### src/sv/assert_macros.svh
// Assertion macros shared by the RTL files.
`ifndef ASSERT_MACROS_SVH
`define ASSERT_MACROS_SVH
`ifndef NO_ASSERTIONS
// Check that an implication holds at every clock edge outside reset.
`define ASSERT_HOLDS(label, clk, rst_n, prop, msg) \
    label: assert property (@(posedge clk) disable iff (!rst_n) prop) else $error(msg);
// Check that a condition never comes true outside reset.
`define ASSERT_NEVER(label, clk, rst_n, cond, msg) \
    label: assert property (@(posedge clk) disable iff (!rst_n) !(cond)) else $error(msg);
`else
`define ASSERT_HOLDS(label, clk, rst_n, prop, msg)
`define ASSERT_NEVER(label, clk, rst_n, cond, msg)
`endif
`endif

### src/sv/dqa_pkg.sv
// Types and constants of the dotted-quad address parser.
`timescale 1ns / 1ps
package dqa_pkg;

    // Character codes
    localparam logic [7:0] CH_NUL  = 8'h00;
    localparam logic [7:0] CH_DOT  = 8'h2E;
    localparam logic [7:0] CH_ZERO = 8'h30;
    localparam logic [7:0] CH_NINE = 8'h39;

    // Result status codes
    localparam logic [2:0] ST_OK      = 3'd0;
    localparam logic [2:0] ST_BADCHAR = 3'd1;
    localparam logic [2:0] ST_EMPTY   = 3'd2;
    localparam logic [2:0] ST_OVER    = 3'd3;
    localparam logic [2:0] ST_FEW     = 3'd4;

    // Part limits
    localparam logic [8:0] PART_MAX   = 9'd255;
    localparam logic [8:0] PART_SAT   = 9'd256;
    localparam logic [2:0] PART_COUNT = 3'd4;

    typedef enum logic [1:0] {
        KIND_DIGIT,
        KIND_DOT,
        KIND_END,
        KIND_OTHER
    } kind_t;

    // One classified character
    typedef struct packed {
        kind_t      kind;
        logic [3:0] digit;
    } token_t;

    // Token queue read side, as seen by the back end
    typedef struct packed {
        logic   valid;
        token_t token;
    } tok_slot_t;

endpackage

### src/sv/dqa_front.sv
// Front end: classifies each incoming character into a token.
`timescale 1ns / 1ps
module dqa_front
    import dqa_pkg::*;
(
    input  logic [7:0] ch,
    input  logic       push,
    input  logic       q_full,
    output logic       wr_en,
    output token_t     token
);

    // Accept a character whenever the token queue has room
    assign wr_en = push && !q_full;

    // Classify the character and extract its digit value
    always_comb
    begin
        token.digit = 4'd0;
        if (ch == CH_NUL)
        begin
            token.kind = KIND_END;
        end
        else if (ch == CH_DOT)
        begin
            token.kind = KIND_DOT;
        end
        else if (ch inside {[CH_ZERO:CH_NINE]})
        begin
            token.kind  = KIND_DIGIT;
            token.digit = 4'(ch - CH_ZERO);
        end
        else
        begin
            token.kind = KIND_OTHER;
        end
    end

endmodule

### src/sv/dqa_queue.sv
// Two-entry token queue between the front and back ends.
`timescale 1ns / 1ps
module dqa_queue
    import dqa_pkg::*;
(
    input  logic      clk,
    input  logic      rst_n,
    input  logic      wr_en,
    input  token_t    wr_token,
    input  logic      rd_en,
    output logic      full,
    output tok_slot_t head
);

    token_t     entry_reg [2];
    logic       wr_ptr_reg;
    logic       wr_ptr_next;
    logic       rd_ptr_reg;
    logic       rd_ptr_next;
    logic [1:0] count_reg;
    logic [1:0] count_next;

    assign full        = (count_reg == 2'd2);
    assign head.valid  = (count_reg != 2'd0);
    assign head.token  = entry_reg[rd_ptr_reg];

    // Advance pointers and count
    always_comb
    begin
        wr_ptr_next = wr_ptr_reg ^ wr_en;
        rd_ptr_next = rd_ptr_reg ^ rd_en;
        count_next  = count_reg + {1'b0, wr_en} - {1'b0, rd_en};
    end

    always_ff @(posedge clk or negedge rst_n)
    begin
        if (!rst_n)
        begin
            wr_ptr_reg <= 1'b0;
            rd_ptr_reg <= 1'b0;
            count_reg  <= 2'd0;
        end
        else
        begin
            wr_ptr_reg <= wr_ptr_next;
            rd_ptr_reg <= rd_ptr_next;
            count_reg  <= count_next;
        end
    end

    // Store the written token
    always_ff @(posedge clk)
    begin
        if (wr_en)
        begin
            entry_reg[wr_ptr_reg] <= wr_token;
        end
    end

endmodule

### src/sv/dqa_back.sv
// Back end: runs the part accumulator and holds the result register.
`timescale 1ns / 1ps
module dqa_back
    import dqa_pkg::*;
(
    input  logic        clk,
    input  logic        rst_n,
    input  tok_slot_t   head,
    output logic        rd_en,
    output logic        empty,
    input  logic        pop,
    output logic [2:0]  status,
    output logic [31:0] address
);

    logic [8:0]  part_value_reg;
    logic [8:0]  part_value_next;
    logic        digit_seen_reg;
    logic        digit_seen_next;
    logic [2:0]  part_index_reg;
    logic [2:0]  part_index_next;
    logic [31:0] address_acc_reg;
    logic [31:0] address_acc_next;
    logic [2:0]  error_code_reg;
    logic [2:0]  error_code_next;
    logic        res_valid_reg;
    logic        res_valid_next;
    logic [2:0]  status_reg;
    logic [2:0]  status_next;
    logic [31:0] address_reg;
    logic [31:0] address_next;

    logic        res_pop;
    logic        busy;
    logic [11:0] scaled;
    logic [2:0]  index_inc;
    logic [31:0] acc_shifted;

    assign empty   = !res_valid_reg;
    assign status  = status_reg;
    assign address = address_reg;
    assign res_pop = pop && res_valid_reg;

    // Take a token unless it ends the string and the result slot stays occupied
    assign rd_en = head.valid
        && ((head.token.kind != KIND_END) || !res_valid_reg || res_pop);

    assign busy        = (error_code_reg == ST_OK) && (part_index_reg < PART_COUNT);
    assign scaled      = {part_value_reg, 3'b000} + {2'b00, part_value_reg, 1'b0}
                         + {8'd0, head.token.digit};
    assign index_inc   = part_index_reg + 3'd1;
    assign acc_shifted = {address_acc_reg[23:0], part_value_reg[7:0]};

    // Update parser state and result slot
    always_comb
    begin
        part_value_next  = part_value_reg;
        digit_seen_next  = digit_seen_reg;
        part_index_next  = part_index_reg;
        address_acc_next = address_acc_reg;
        error_code_next  = error_code_reg;
        res_valid_next   = res_valid_reg && !res_pop;
        status_next      = status_reg;
        address_next     = address_reg;

        if (rd_en)
        begin
            case (head.token.kind)
                KIND_END:
                begin
                    res_valid_next = 1'b1;
                    address_next   = 32'd0;
                    if (error_code_reg != ST_OK)
                    begin
                        status_next = error_code_reg;
                    end
                    else if (!busy)
                    begin
                        status_next  = ST_OK;
                        address_next = address_acc_reg;
                    end
                    else if (!digit_seen_reg)
                    begin
                        status_next = ST_FEW;
                    end
                    else if (part_value_reg > PART_MAX)
                    begin
                        status_next = ST_OVER;
                    end
                    else if (index_inc < PART_COUNT)
                    begin
                        status_next = ST_FEW;
                    end
                    else
                    begin
                        status_next  = ST_OK;
                        address_next = acc_shifted;
                    end
                    // Return to the reset state for the next string
                    part_value_next  = 9'd0;
                    digit_seen_next  = 1'b0;
                    part_index_next  = 3'd0;
                    address_acc_next = 32'd0;
                    error_code_next  = ST_OK;
                end
                KIND_DOT:
                begin
                    if (busy)
                    begin
                        if (!digit_seen_reg)
                        begin
                            error_code_next = ST_EMPTY;
                        end
                        else if (part_value_reg > PART_MAX)
                        begin
                            error_code_next = ST_OVER;
                        end
                        else
                        begin
                            address_acc_next = acc_shifted;
                            part_index_next  = index_inc;
                        end
                        part_value_next = 9'd0;
                        digit_seen_next = 1'b0;
                    end
                end
                KIND_DIGIT:
                begin
                    if (busy)
                    begin
                        part_value_next = (scaled > {3'b000, PART_SAT})
                            ? PART_SAT : scaled[8:0];
                        digit_seen_next = 1'b1;
                    end
                end
                default:
                begin
                    if (busy)
                    begin
                        error_code_next = ST_BADCHAR;
                    end
                end
            endcase
        end
    end

    always_ff @(posedge clk or negedge rst_n)
    begin
        if (!rst_n)
        begin
            part_value_reg  <= 9'd0;
            digit_seen_reg  <= 1'b0;
            part_index_reg  <= 3'd0;
            address_acc_reg <= 32'd0;
            error_code_reg  <= ST_OK;
            res_valid_reg   <= 1'b0;
        end
        else
        begin
            part_value_reg  <= part_value_next;
            digit_seen_reg  <= digit_seen_next;
            part_index_reg  <= part_index_next;
            address_acc_reg <= address_acc_next;
            error_code_reg  <= error_code_next;
            res_valid_reg   <= res_valid_next;
        end
    end

    // Hold the result payload
    always_ff @(posedge clk)
    begin
        status_reg  <= status_next;
        address_reg <= address_next;
    end

endmodule

### src/sv/dotted_quad_address_parser.sv
// Dotted-quad address parser: one character per cycle in, one result per string.
// Throughput: one character per cycle while the result is taken in time.
// A terminating NUL is written into the token queue, then read from it into the result register.
// The front classifies characters into a two-entry queue; the back end accumulates
// parts and fills a one-entry result register. Async active-low reset empties
// the token queue and the result register and clears all parser state.
`timescale 1ns / 1ps
`include "assert_macros.svh"
module dotted_quad_address_parser
    import dqa_pkg::*;
(
    input  logic        clk,
    input  logic        rst_n,
    input  logic [7:0]  ch,
    input  logic        push,
    output logic        full,
    output logic        empty,
    input  logic        pop,
    output logic [2:0]  status,
    output logic [31:0] address
);

    logic      wr_en;
    logic      rd_en;
    token_t    wr_token;
    tok_slot_t head;

    dqa_front u_front (
        .ch     (ch),
        .push   (push),
        .q_full (full),
        .wr_en  (wr_en),
        .token  (wr_token)
    );

    dqa_queue u_queue (
        .clk      (clk),
        .rst_n    (rst_n),
        .wr_en    (wr_en),
        .wr_token (wr_token),
        .rd_en    (rd_en),
        .full     (full),
        .head     (head)
    );

    dqa_back u_back (
        .clk     (clk),
        .rst_n   (rst_n),
        .head    (head),
        .rd_en   (rd_en),
        .empty   (empty),
        .pop     (pop),
        .status  (status),
        .address (address)
    );

    `ASSERT_HOLDS(a_status_range, clk, rst_n, !empty |-> (status <= ST_FEW), "status code out of range")
    `ASSERT_HOLDS(a_err_addr_zero, clk, rst_n, (!empty && status != ST_OK) |-> (address == 32'd0), "address nonzero on error")
    `ASSERT_HOLDS(a_full_has_head, clk, rst_n, full |-> head.valid, "queue full but head empty")
    `ASSERT_NEVER(a_read_empty, clk, rst_n, rd_en && !head.valid, "token read from empty queue")

endmodule
### config.mk
export PLATFORM = sky130hd
export DESIGN_NAME = dotted_quad_address_parser
export DESIGN_NICKNAME = d
export VERILOG_FILES = /design/src/sv/dqa_pkg.sv /design/src/sv/dqa_front.sv /design/src/sv/dqa_queue.sv /design/src/sv/dqa_back.sv /design/src/sv/dotted_quad_address_parser.sv
export VERILOG_INCLUDE_DIRS = /design/src /design/src/sv
export SDC_FILE = /design/constraint.sdc
export NUM_CORES = 1
export LEC_CHECK = 0
export BUFFER_PORTS_ARGS = -buffer_cell sky130_fd_sc_hd__buf_2
export CAP_MARGIN = 20
export CORE_AREA = 4 4 108 110
export DETAILED_ROUTE_END_ITERATION = 8
export DIE_AREA = 0 0 112 114
export PLACE_DENSITY = 0.68
export SLEW_MARGIN = 20
export SYNTH_ARGS = -nofsm -noshare
export SYNTH_HDL_FRONTEND = slang
export SYNTH_SLANG_ARGS = --single-unit
export TNS_END_PERCENT = 5
### constraint.sdc
create_clock -name clk -period 4.1 [get_ports clk]
set_input_delay 0.82 -clock clk [delete_from_list [all_inputs] [get_ports clk]]
set_output_delay 0.82 -clock clk [all_outputs]
set_load 0.05 [all_outputs]
==> qor.yml <==
global_route:
  antenna_found_initial: 0
  grt_pass1_vias: 2906
  grt_overflow_total: 0
  grt.total_usage: 0.140
  grt_pass1_wl_mm: 14.4
  grt_max_degree: 37
synth:
  synth_area_um2: 4680
  synthXorXnorAreaFrac: 0.0112
  synth-edff-count: 47
  syn_avg_cell_area_um2: 12.9
  synth-seq-cells: 99
  syn-num-nets: 403
  ys_warn_count: 0
  synth_top_family_by_area: "compound AO/OA/AOI/OAI gates"
  ys.flop_type: "dfrtp_1"
  synth_area_leaders: "edfxtp_1 (30%), dfrtp_1 (28%), a22o_1 (12%), ha_1 (6.9%), nand2_1 (1.6%)"
  synth.area.mux_share: 0.0203
  syn-instance-count: 363
  yosys.area_share.simple: 0.0876
  synth_fa_ha_area_frac: 0.0780
  synth_compound_area_frac: 0.196
  async_flop_share: 0.525
  ys_types: 49
  yosysSeqAreaShare: 0.579
  synth_top_cell_by_area: "edfxtp_1"
  yosysTopAreaCellShare: 0.301
clock_network:
  hold_buffers: 0
  ctsLongestPathBuffers: 2
  root_buffer: "clkbuf_8"
  worstSkewPairLatency_ps: 360
  htree_levels: 3
  cts_tree: "done"
  path_clk_slew_ps: 100
  cts_setup_buffers: 0
  cts_resized: 0
  cts_buffers: 9
  cts_sinks: 99
die:
  ios: 49
  die_h_um: 114
  dieArea_um2: 12800
  start_util: 0.438
  rows: 38
  die_x_um: 112
  core-area_um2: 10700
sta:
  hold_viol_final: 0
  finalSetupViolCount: 0
  tightest_slew_ps: 683
  period_share: 0.828
  rsz0062_at_grt: "false"
  timing.final.max_slew_violations: 0
  fmax_mhz: 295
  tns_ps: 0
  finalCriticalPeriod_ps: 3390
  setup_ws_ps: 706
  finalClockSkew_ps: 12.0
  slew_headroom: 0.543
power:
  vdd_drop_max_mv: 0.339
  leakage_nw: 2.33
  power.density_nw_per_um2: 616
critical_path:
  reg2reg_from: "u_queue.rd_ptr_reg"
  r2r_slack_ps: 710
  worstPathMaxFanout: 8
  worstRegToRegCells: 11
  critPathRequiredTime_ps: 4370
  critPathCaptureType: "flop"
  r2r-end: "u_back.part_value_reg[0]"
  path_class: "reg -> reg"
  worstPathArrival_ps: 3660
  start_kind: "flop"
finish:
  n_fill_cell: 972
  drive_gt1_frac: 0.214
  syn_to_final_growth_pct: 13.5
  layout.nets: 451
  n_antenna_cell: 0
routing:
  post_drt_wl_per_cell_um: 15.5
  drcViolationCount: 0
  drt_first_pass_iters: 4
  vias: 3043
  drt_iter0_drc: 113
  viasPerCell: 5.47
  ant_nets: 0
  wl_mm: 8.61
placed_design:
  portBuffers: 48
  post-place-ws_ps: 735
  dp_hpwl_mm: 6.03
  globalplace.congestion: 0.828
job:
  max_cap_violations: 0
status:
  status: "completed"
min_path:
  min_path_type: "in -> async"
## stage by stage
stage           util  area (µm²)  power, mW  instances  hold slack, ps
2_1_floorplan      -        4680       2.31        363             460
5_1_grt        0.497        5320       3.48        556             440
4_1_cts        0.497        5320       3.30        556             424
6_report       0.497        5320       3.27        556             417
3_5_place_dp   0.475        5080       2.59        540             486
3_3_place_gp   0.475        5080       2.56        540             476
## worst max-delay path, stage by stage, from the launching register on
cell       delay, ps
dfrtp_1          540
mux2_2           380
ha_1             280
ha_1             170
inv_1             60
fa_1             410
nand2b_1         190
a211oi_2         220
mux2i_1          140
a2111oi_4        430
nand4_4          200
o31ai_1          280
## layout make-up
class	instances	area, µm²	share of cell area
Sequential cell	99	2710	0.510
Multi-Input combinational cell	230	1850	0.347
Timing Repair Buffer	53	278	0.0523
Tap cell	140	175	0.0330
Clock buffer	11	151	0.0285
Clock inverter	5	85.1	0.0160
Inverter	18	67.6	0.0127
## layout by cell type, fill, tap and decap left out, types with 2 or more instances in the layout
cell type / synthesis / routed
o31ai_1: 4 / 4
nand2_1: 20 / 20
fa_1: 2 / 2
a21oi_1: 12 / 12
or2_2: 2 / 2
a31oi_1: 2 / 2
nor2_1: 17 / 17
mux2_2: 4 / 4
xor2_1: 3 / 3
xnor2_1: 3 / 3
buf_2: 3 / 48
nand4_1: 4 / 4
bufinv_16: 0 / 2
nor2b_1: 3 / 3
ha_1: 26 / 26
clkinv_4: 0 / 2
mux2i_1: 5 / 5
a31o_2: 2 / 2
buf_4: 0 / 5
dfrtp_1: 52 / 52
inv_1: 18 / 18
nand2b_1: 2 / 2
clkbuf_8: 0 / 11
o22ai_1: 2 / 2
edfxtp_1: 47 / 47
o31ai_2: 2 / 2
a21o_1: 3 / 3
nand3_1: 4 / 4
nor3_1: 5 / 5
o21ai_0: 9 / 9
and2_1: 7 / 7
or3_1: 2 / 2
a22o_1: 65 / 65
## worst max-delay path by stage
stage                        from  slack (ps)  cells after the start                       end
3_5_place_dp   u_queue.rd_ptr_reg         740                     11  u_back.part_value_reg[0]
5_1_grt        u_queue.rd_ptr_reg         520                     11  u_back.part_value_reg[0]
2_1_floorplan  u_queue.rd_ptr_reg         850                     12  u_back.part_value_reg[0]
6_report       u_queue.rd_ptr_reg         710                     11  u_back.part_value_reg[0]
3_3_place_gp   u_queue.rd_ptr_reg         820                     11  u_back.part_value_reg[0]
4_1_cts        u_queue.rd_ptr_reg         680                     11  u_back.part_value_reg[0]
## layer usage
metal,up-vias,part of all wire,global-route usage
met4,0,0.0064,0.0377
met5,-,0,0
met3,5,0.048,0.0371
li1,1476,-,-
met1,1502,0.47,0.187
met2,60,0.47,0.227
## Yosys cell counts (2+ instances only)
library cell / n
a21o_1: 3
a21oi_1: 12
a22o_1: 65
a31o_2: 2
a31oi_1: 2
and2_1: 7
and3_1: 2
buf_2: 3
clkbuf_1: 13
dfrtp_1: 52
edfxtp_1: 47
fa_1: 2
ha_1: 26
inv_1: 18
mux2_2: 4
mux2i_1: 5
nand2_1: 20
nand2b_1: 2
nand3_1: 4
nand4_1: 4
nor2_1: 17
nor2b_1: 3
nor3_1: 5
o21ai_0: 9
o22ai_1: 2
o31ai_1: 4
o31ai_2: 2
or2_2: 2
or3_1: 2
xnor2_1: 3
xor2_1: 3
## logic make-up after synthesis
group | after synthesis
flops | 99
mux | 9
simple gates | 76
fa+ha+maj | 28
xor+xnor | 6
buf+inv | 34
compound gates | 111
## where the power goes
| group | leakage [nW] | total (mW) | switching (mW) | internal [mW] |
|---|---|---|---|---|
| sequential | 1.16 | 1.35 | 0.112 | 1.24 |
| clock | 0.116 | 0.715 | 0.336 | 0.379 |
| combinational | 1.06 | 1.21 | 0.856 | 0.351 |
| total | 2.33 | 3.27 | 1.30 | 1.97 |
Note: power is estimated with default switching activity, not from simulation.
